## config.mk

```make
export PLATFORM = sky130hd
export DESIGN_NAME = ipv4_nat_header_rewrite_top
export DESIGN_NICKNAME = d
export VERILOG_FILES = /design/src/hw/rtl/natrw_pkg.sv /design/src/hw/rtl/natrw_step.sv /design/src/hw/rtl/ipv4_nat_header_rewrite_top.sv
export SDC_FILE = /design/constraint.sdc
export NUM_CORES = 2
export LEC_CHECK = 0
export BUFFER_PORTS_ARGS = -buffer_cell sky130_fd_sc_hd__buf_2
export CAP_MARGIN = 5
export CELL_PAD_IN_SITES_DETAIL_PLACEMENT = 0
export CELL_PAD_IN_SITES_GLOBAL_PLACEMENT = 2
export CORE_ASPECT_RATIO = 0.75
export CORE_MARGIN = 3
export CORE_UTILIZATION = 38
export DETAILED_ROUTE_END_ITERATION = 8
export PLACE_DENSITY = 0.89
export SLEW_MARGIN = 5
export SYNTH_ARGS = -nofsm -noshare
export SYNTH_HDL_FRONTEND = slang
export SYNTH_SLANG_ARGS = --single-unit
export TNS_END_PERCENT = 20
```

## constraint.sdc

```tcl
create_clock -name clock -period 17.2 [get_ports clock]
set_input_delay 3.44 -clock clock [delete_from_list [all_inputs] [get_ports clock]]
set_output_delay 3.44 -clock clock [all_outputs]
set_load 0.05 [all_outputs]
```

## src/hw/rtl/natrw_pkg.sv

```systemverilog
// types, constants and checksum helpers shared by the nat header rewrite block
`timescale 1ns / 1ps

package natrw_pkg;

   localparam logic [7:0]  PROTO_TCP     = 8'd6;
   localparam logic [7:0]  PROTO_UDP     = 8'd17;
   localparam logic [15:0] CSUM_ZERO_SUB = 16'hFFFF;
   localparam logic [16:0] TTL_CSUM_ADJ  = 17'h00100;
   localparam logic [16:0] CSUM_WRAP     = 17'h0FFFF;

   typedef enum logic [1:0] {
      STEP_SNAT_PORT,
      STEP_SNAT_ADDR,
      STEP_DNAT_PORT,
      STEP_DNAT_ADDR
   } step_type;

   typedef struct packed {
      logic [31:0] src_addr;
      logic [31:0] dest_addr;
      logic [15:0] source_port;
      logic [15:0] dest_port;
      logic [7:0]  hop_ttl;
      logic [7:0]  protocol;
      logic [15:0] ip_checksum;
      logic [15:0] l4_checksum;
      logic [1:0]  nat_mode;
      logic        direction;
      logic [63:0] nat_addresses;
      logic [31:0] nat_ports;
   } req_type;

   typedef struct packed {
      logic [31:0] new_src_addr;
      logic [31:0] new_dst_addr;
      logic [15:0] new_src_port;
      logic [15:0] new_dst_port;
      logic [7:0]  new_ttl;
      logic [15:0] new_ip_checksum;
      logic [15:0] new_l4_checksum;
   } rsp_type;

   // 32-bit add with end-around carry
   function automatic logic [31:0] ones_add32(input logic [31:0] a, input logic [31:0] b);
      logic [32:0] r;
      r = {1'b0, a} + {1'b0, b};
      return r[31:0] + {31'd0, r[32]};
   endfunction

   function automatic logic [15:0] fold_not16(input logic [31:0] c);
      logic [16:0] c1;
      logic [16:0] c2;
      c1 = {1'b0, c[15:0]} + {1'b0, c[31:16]};
      c2 = {1'b0, c1[15:0]} + {16'd0, c1[16]};
      return ~c2[15:0];
   endfunction

   function automatic logic [15:0] replace_word(input logic [15:0] check,
                                                input logic [31:0] from,
                                                input logic [31:0] to);
      logic [31:0] t;
      t = ones_add32(~{16'd0, check}, ~from);
      return fold_not16(ones_add32(t, to));
   endfunction

   function automatic logic [15:0] l4_update(input logic [7:0]  proto,
                                             input logic [15:0] l4,
                                             input logic [31:0] from,
                                             input logic [31:0] to);
      logic [15:0] r;
      r = replace_word(l4, from, to);
      priority if (proto == PROTO_TCP) begin
         return r;
      end else if (proto == PROTO_UDP) begin
         // udp zero means no checksum
         if (l4 == 16'd0) begin
            return 16'd0;
         end
         return (r == 16'd0) ? CSUM_ZERO_SUB : r;
      end else begin
         return l4;
      end
   endfunction

endpackage

```

## src/hw/rtl/natrw_step.sv

```systemverilog
// one registered rewrite step: a port or address replacement with checksum update
`timescale 1ns / 1ps

module natrw_step
   import natrw_pkg::*;
(
   input  logic     clock,
   input  logic     reset,
   input  step_type step,
   input  logic     in_valid,
   input  req_type  in_item,
   output logic     out_valid,
   output req_type  out_item
);

   logic    valid_ff;
   req_type item_ff;
   req_type item_in;

   logic        is_snat;
   logic        is_addr;
   logic        enabled;
   logic        to_src;
   logic [31:0] old_val;
   logic [31:0] new_val;

   always_comb begin
      is_snat = 1'b0;
      is_addr = 1'b0;
      unique case (step)
         STEP_SNAT_PORT: begin is_snat = 1'b1; is_addr = 1'b0; end
         STEP_SNAT_ADDR: begin is_snat = 1'b1; is_addr = 1'b1; end
         STEP_DNAT_PORT: begin is_snat = 1'b0; is_addr = 1'b0; end
         STEP_DNAT_ADDR: begin is_snat = 1'b0; is_addr = 1'b1; end
         default:        begin is_snat = 1'b0; is_addr = 1'b0; end
      endcase
   end

   always_comb begin
      item_in = in_item;
      enabled = is_snat ? in_item.nat_mode[0] : in_item.nat_mode[1];
      to_src  = is_snat ^ in_item.direction;
      if (is_addr) begin
         old_val = to_src ? in_item.src_addr : in_item.dest_addr;
         new_val = is_snat ? in_item.nat_addresses[63:32] : in_item.nat_addresses[31:0];
      end else begin
         old_val = {16'd0, to_src ? in_item.source_port : in_item.dest_port};
         new_val = {16'd0, is_snat ? in_item.nat_ports[31:16] : in_item.nat_ports[15:0]};
      end
      if (enabled) begin
         item_in.l4_checksum = l4_update(in_item.protocol, in_item.l4_checksum,
                                         old_val, new_val);
         if (is_addr) begin
            item_in.ip_checksum = replace_word(in_item.ip_checksum, old_val, new_val);
            if (to_src) begin
               item_in.src_addr = new_val;
            end else begin
               item_in.dest_addr = new_val;
            end
         end else begin
            if (to_src) begin
               item_in.source_port = new_val[15:0];
            end else begin
               item_in.dest_port = new_val[15:0];
            end
         end
      end
   end

   always_ff @(posedge clock) begin
      if (reset) begin
         valid_ff <= 1'b0;
      end else begin
         valid_ff <= in_valid;
      end
      item_ff <= item_in;
   end

   assign out_valid = valid_ff;
   assign out_item  = item_ff;

endmodule

```

## src/hw/rtl/ipv4_nat_header_rewrite_top.sv

```systemverilog
// an accepted start passes the snat port, snat addr, dnat port and dnat addr registers, then the ttl output register
// throughput: one header per cycle; busy stays low, four rewrite stages and a ttl stage
// each rewrite stage holds one port or address replacement with its checksum updates, valid bits travel with the data
// reset (synchronous, active high) clears all valid bits; payload registers are not reset
// results are strobed for one cycle, the receiver cannot hold them off
`timescale 1ns / 1ps

module ipv4_nat_header_rewrite_top
   import natrw_pkg::*;
(
   input  logic    clock,
   input  logic    reset,
   input  logic    start,
   output logic    busy,
   input  req_type req_item,
   output logic    rsp_valid,
   output rsp_type rsp_item
);

   localparam int NumSteps = 4;

   logic    stage_valid [NumSteps+1];
   req_type stage_item  [NumSteps+1];

   logic        rsp_valid_ff;
   rsp_type     rsp_item_ff;
   rsp_type     rsp_item_in;
   logic [16:0] ttl_sum;
   logic [16:0] ttl_fix;

   assign busy           = 1'b0;
   assign stage_valid[0] = start & ~busy;
   assign stage_item[0]  = req_item;

   natrw_step u_snat_port (
      .clock(clock), .reset(reset), .step(STEP_SNAT_PORT),
      .in_valid(stage_valid[0]), .in_item(stage_item[0]),
      .out_valid(stage_valid[1]), .out_item(stage_item[1])
   );

   natrw_step u_snat_addr (
      .clock(clock), .reset(reset), .step(STEP_SNAT_ADDR),
      .in_valid(stage_valid[1]), .in_item(stage_item[1]),
      .out_valid(stage_valid[2]), .out_item(stage_item[2])
   );

   natrw_step u_dnat_port (
      .clock(clock), .reset(reset), .step(STEP_DNAT_PORT),
      .in_valid(stage_valid[2]), .in_item(stage_item[2]),
      .out_valid(stage_valid[3]), .out_item(stage_item[3])
   );

   natrw_step u_dnat_addr (
      .clock(clock), .reset(reset), .step(STEP_DNAT_ADDR),
      .in_valid(stage_valid[3]), .in_item(stage_item[3]),
      .out_valid(stage_valid[4]), .out_item(stage_item[4])
   );

   // ttl decrement with checksum adjust
   always_comb begin
      ttl_sum = {1'b0, stage_item[NumSteps].ip_checksum} + TTL_CSUM_ADJ;
      ttl_fix = ttl_sum + {16'd0, (ttl_sum >= CSUM_WRAP)};
      rsp_item_in.new_src_addr    = stage_item[NumSteps].src_addr;
      rsp_item_in.new_dst_addr    = stage_item[NumSteps].dest_addr;
      rsp_item_in.new_src_port    = stage_item[NumSteps].source_port;
      rsp_item_in.new_dst_port    = stage_item[NumSteps].dest_port;
      rsp_item_in.new_ttl         = stage_item[NumSteps].hop_ttl - 8'd1;
      rsp_item_in.new_ip_checksum = ttl_fix[15:0];
      rsp_item_in.new_l4_checksum = stage_item[NumSteps].l4_checksum;
   end

   always_ff @(posedge clock) begin
      if (reset) begin
         rsp_valid_ff <= 1'b0;
      end else begin
         rsp_valid_ff <= stage_valid[NumSteps];
      end
      rsp_item_ff <= rsp_item_in;
   end

   assign rsp_valid = rsp_valid_ff;
   assign rsp_item  = rsp_item_ff;

endmodule
```

After elaboration in Yosys (flattened, before gate mapping)
Index checks and enable logic that the tools add are counted.
{ "op_classes": {"n_addsub": 39, "magnitude_cmp": 1, "n_eq_ne": 8, "mux": 56, "bitwise": 16, "reduce_logical": 8} }
{ "ops": {"columns": ["operator", "count"], "rows": [
  ["16-bit 2-to-1 mux", 28],
  ["32-bit by 1-bit adder with 32-bit output", 12],
  ["32-bit by 32-bit adder with 33-bit output", 10],
  ["32-bit 2-to-1 mux", 10],
  ["16-bit inverter with 32-bit output", 8],
  ["96-bit 2-to-1 mux", 2],
  ["16-bit logical NOT", 8],
  ["16-bit by 1-bit adder with 16-bit output", 7],
  ["16-bit by 16-bit adder with 17-bit output", 6],
  ["16-bit inverter", 6],
  ["32-bit by 16-bit adder with 33-bit output", 2],
  ["32-bit inverter", 2],
  ["8-bit by 3-bit == test with 1-bit output, second input constant", 4],
  ["8-bit by 5-bit == test with 1-bit output, second input constant", 4],
  ["16-bit by 9-bit adder with 17-bit output, second input constant", 1],
  ["17-bit by 16-bit >= comparator with 1-bit output, second input constant", 1],
  ["1-bit 2-to-1 mux", 16],
  ["8-bit by 1-bit subtractor with 8-bit output, second input constant", 1]
]} }
{ "word_totals": {"register_bits": 878, "out_inout_bits": 138} }

Longest topological paths before layout
{ "logic_depth": {"ltp_word": 15, "mapped_depth": 71, "mapped_depth_nobuf": 62} }

Hierarchy
A second synthesis with hierarchy kept.
{ "unflattened": {"hier_cells": 9508, "hier_area_um2": 79526.3} }
{ "by_module_without_submodules": {"columns": ["mod", "instances", "cells_each", "area_each_um2"], "rows": [
  ["natrw_step at u_dnat_port ...", 2, 2264, 18736.7],
  ["natrw_step at u_dnat_addr", 1, 2393, 19463.7],
  ["natrw_step at u_snat_port", 1, 2351, 19189.7],
  ["ipv4_nat_header_rewrite_top", 1, 236, 3399.5]
]} }

Least setup slack after synthesis
No wires, ideal clock.
{ "synth_timing": {"path_kind": "input to register", "startpoint": "in req_item[96] in the netlist's numbering", "endpoint": "reg u_snat_port.item_ff, in the netlist u_snat_port.out_item[114]", "t_arrival_ns": 14.000, "required_ns": 17.141, "setup_slack_ns": 3.141, "stages": 52, "path_buffers": 6, "cell_sequence": "clkbuf_1 > buf_1 > mux2i_1 > ha_1 > inv_1 > fa_1 > nor2b_1 > o21ai_0 > a21bo_2 > a21oi_1 > nor2_1 > xnor2_1 > and3b_1 > nor2b_1 > xnor2_1 > ha_1 > or4_1 > o22a_1 > [16 not listed] > o211ai_1 > a21oi_1 > nor2_1 > o21ai_0 > nand2b_1 > ha_1 > ha_1 > and2_0 > clkbuf_1 > nand3_1 > and4bb_1 > xnor2_1 > or4_1 > nor3_1 > nor4bb_1 > buf_2 > a2bb2oi_1 > o22a_1"} }
{ "synth_lines": {"columns": ["item", "line", "text"], "rows": [
  ["start: declaration", "ipv4_nat_header_rewrite_top.sv:15", "input req_type req_item,"],
  ["end signal: assignment", "natrw_step.sv:76", "item_ff <= item_in;"],
  ["end: declaration", "natrw_step.sv:17", "req_type item_ff;"]
]} }

==> qor.yml <==
synth:
  yosys.area.top_type: "dfxtp_1"
  post-synth-top-area-fraction: 0.335
  ys_seq_area_frac: 0.335
  netlist_area_sq_um: 52300
  async_reset_ff_frac: 0
  synth-seq-cells: 876
  syn_area_per_cell_sq_um: 8.96
  ys_types: 122
  yosysMostFrequentCell: "dfxtp_1"
  yosys-top-cells-count: "dfxtp_1 (876), xnor2_1 (470), nand2_1 (414)"
  syn_inst: 5841
  synth_flop_cell: "dfxtp_1"
  synth_nets: 6498
  synth_area_leaders: "dfxtp_1 (34%), ha_1 (9.4%), xnor2_1 (7.9%)"
  synth_edf_count: 0
  ys_warn_count: 0
timing:
  fin_crit_sh: 0.893
  setup_viol: 0
  rsz0062_at_grt: "no"
  relSlewSlack: 0.218
  fin_tns_setup_ns: 0
  slew_viol_final: 0
  min_period_ns: 15.37
  hold_violations: 0
  fin_skew_ns: 0.0409
  worstMarginPinSlew_ns: 1.16
  max_freq_mhz: 65.1
setup_path:
  slowest_delay_ns: 0.92
  endpoint: "u_snat_port.out_item[109]"
  reg2reg_slack_ns: 2.35
  timing.rr.end: "u_snat_addr.out_item[101]"
  reg2reg_from: "u_snat_port.out_item[96]"
  cp-startpoint: "req_item[96]"
  r2r_cells: 56
  required_ns: 17.78
  startpoint_type: "input pin"
  critical_path.most_common_cell: "ha_1"
  crit_path_top_delay_cell: "nor4bb_2"
  crit_fanout: 19
  critical_path_arrival_ns: 15.95
  end_kind: "flop"
  path_class: "in -> reg"
worst_hold_path:
  hp-class: "reg -> reg"
placed_design:
  placed_area_sq_um: 56300
  gp_congestion: 0.928
  dp_hpwl_microns: 146000
  port_buffers: 382
  dpl.cell_count: 7960
clock_tree:
  cts_resized: 0
  cts_tree: "done"
  htreeDepth: 3
  cts_inserted_buffers: 85
  clock-sinks: 876
  insertion_delay_ns: 0.69
  clock_path_buffers: 3
  cts_setup_buffers: 0
  cts-root-buf: "clkbuf_16"
  path_clk_slew_ns: 0.06
  hold_buffers: 0
routing:
  drt_first_pass_iters: 8
  detail_route.wl_per_cell_microns: 21.7
  dr.first_iter.drc_count: 3356
  drc: 0
  finalWirelength_microns: 176000
  ant_nets: 0
  via_count: 44300
  routed_via_density: 5.46
global_routing:
  antenna_found_initial: 22
  grt_usage: 0.238
  grt-ovfl-total: 0
  grt_pass1_vias: 41500
  grt_max_degree: 49
  grt_pass1_wl_microns: 258000
finish:
  num-fill-cells: 13400
  fin_area_sq_um: 59200
  drive_above_1_share: 0.137
  area_growth_syn_to_layout_pct: 13.0
  fin_util: 0.434
  fin_cells: 8126
  nets: 6860
floorplan:
  row_count: 117
  die_w_microns: 435
  dieArea_sq_um: 142000
  pin_count: 384
  die_h_microns: 327
  start_util: 0.384
  core_area_sq_um: 136000
status:
  status: "completed"
flow_run:
  max_cap_viol_count: 0
[metrics by stage]
step                hold slack (ns)  worst slack, ns
finish                        0.302             1.83
CTS                           0.289             1.92
global placement              0.310             1.39
detailed placement            0.312             1.23
global route                  0.290            0.534
floorplan                     0.310             3.14
[registers in the layout, indices dropped and copies added (netlist names), 136 cells and up]
name                  cells
u_snat_port.out_item    227
u_dnat_addr.out_item    136
u_snat_addr.out_item    194
u_dnat_port.out_item    178
rsp_item                136
[per-layer routing]
layer / wire length [microns] / track usage / vias to the layer above
met4: 4650 / 0.0653 / 2
met1: 84700 / 0.345 / 21100
met2: 76400 / 0.366 / 1172
li1: - / - / 21900
met3: 10300 / 0.0322 / 201
met5: 11 / 0 / -
[placed cells by master (no fill, tap or decap), types with 122 or more instances in the layout]
| cell type | n |
|---|---|
| a21o_1 | 125 |
| a21oi_1 | 376 |
| buf_2 | 382 |
| dfxtp_1 | 872 |
| ha_1 | 393 |
| inv_1 | 259 |
| mux2_2 | 201 |
| mux2i_1 | 122 |
| nand2_1 | 414 |
| nand3_1 | 168 |
| nor2_1 | 354 |
| nor3_1 | 156 |
| o21ai_0 | 251 |
| xnor2_1 | 470 |
| xor2_1 | 244 |
[worst min path at each step]
stage | start | to | slack (ns) | cells past startpoint
after floorplan | u_dnat_addr.out_item[99] | rsp_item[0] | 0.31 | 0
after global placement | u_dnat_addr.out_item[175] | rsp_item[68] | 0.31 | 0
after detailed placement | u_dnat_addr.out_item[109] | rsp_item[10] | 0.31 | 0
after CTS | u_snat_port.out_item[154] | u_snat_addr.out_item[154] | 0.29 | 0
after global routing | u_snat_port.out_item[154] | u_snat_addr.out_item[154] | 0.29 | 0
final | u_snat_port.out_item[154] | u_snat_addr.out_item[154] | 0.30 | 0
[critical path, delay by kind of cell]
kind | cells | cell delay [ns]
adder cells (fa/ha/maj) | 7 | 1.96
AO/OA/AOI/OAI | 15 | 3.52
AND/OR/NAND/NOR | 20 | 5.37
buffers and inverters | 2 | 0.49
multiplexers | 1 | 0.36
XOR/XNOR | 4 | 0.77
[cell type report]
class	count	area, sq um	share of cell area
Inverter	262	983	0.0166
Tap cell	1844	2310	0.0390
Clock inverter	42	500	0.00846
Sequential cell	876	17500	0.297
Multi-Input combinational cell	4574	33300	0.564
Timing Repair Buffer	404	2080	0.0351
Clock buffer	115	2380	0.0403
Antenna cell	9	22.5	0.000381
[cells by family (layout without fill, tap and decap cells)]
group | count (synthesis) | in the layout | synth area share
XOR/XNOR | 716 | 716 | 0.120
buffers and inverters | 391 | 823 | 0.0286
flip-flops | 876 | 876 | 0.335
AO/OA/AOI/OAI | 1363 | 1363 | 0.172
other | 1 | 10 | 0.0000716
adder cells (fa/ha/maj) | 411 | 411 | 0.101
AND/OR/NAND/NOR | 1760 | 1760 | 0.176
multiplexers | 323 | 323 | 0.0666
Power is left out: the tool's default activity adds up to more than one toggle a clock period on the data nets, which glitch-free logic cannot reach.
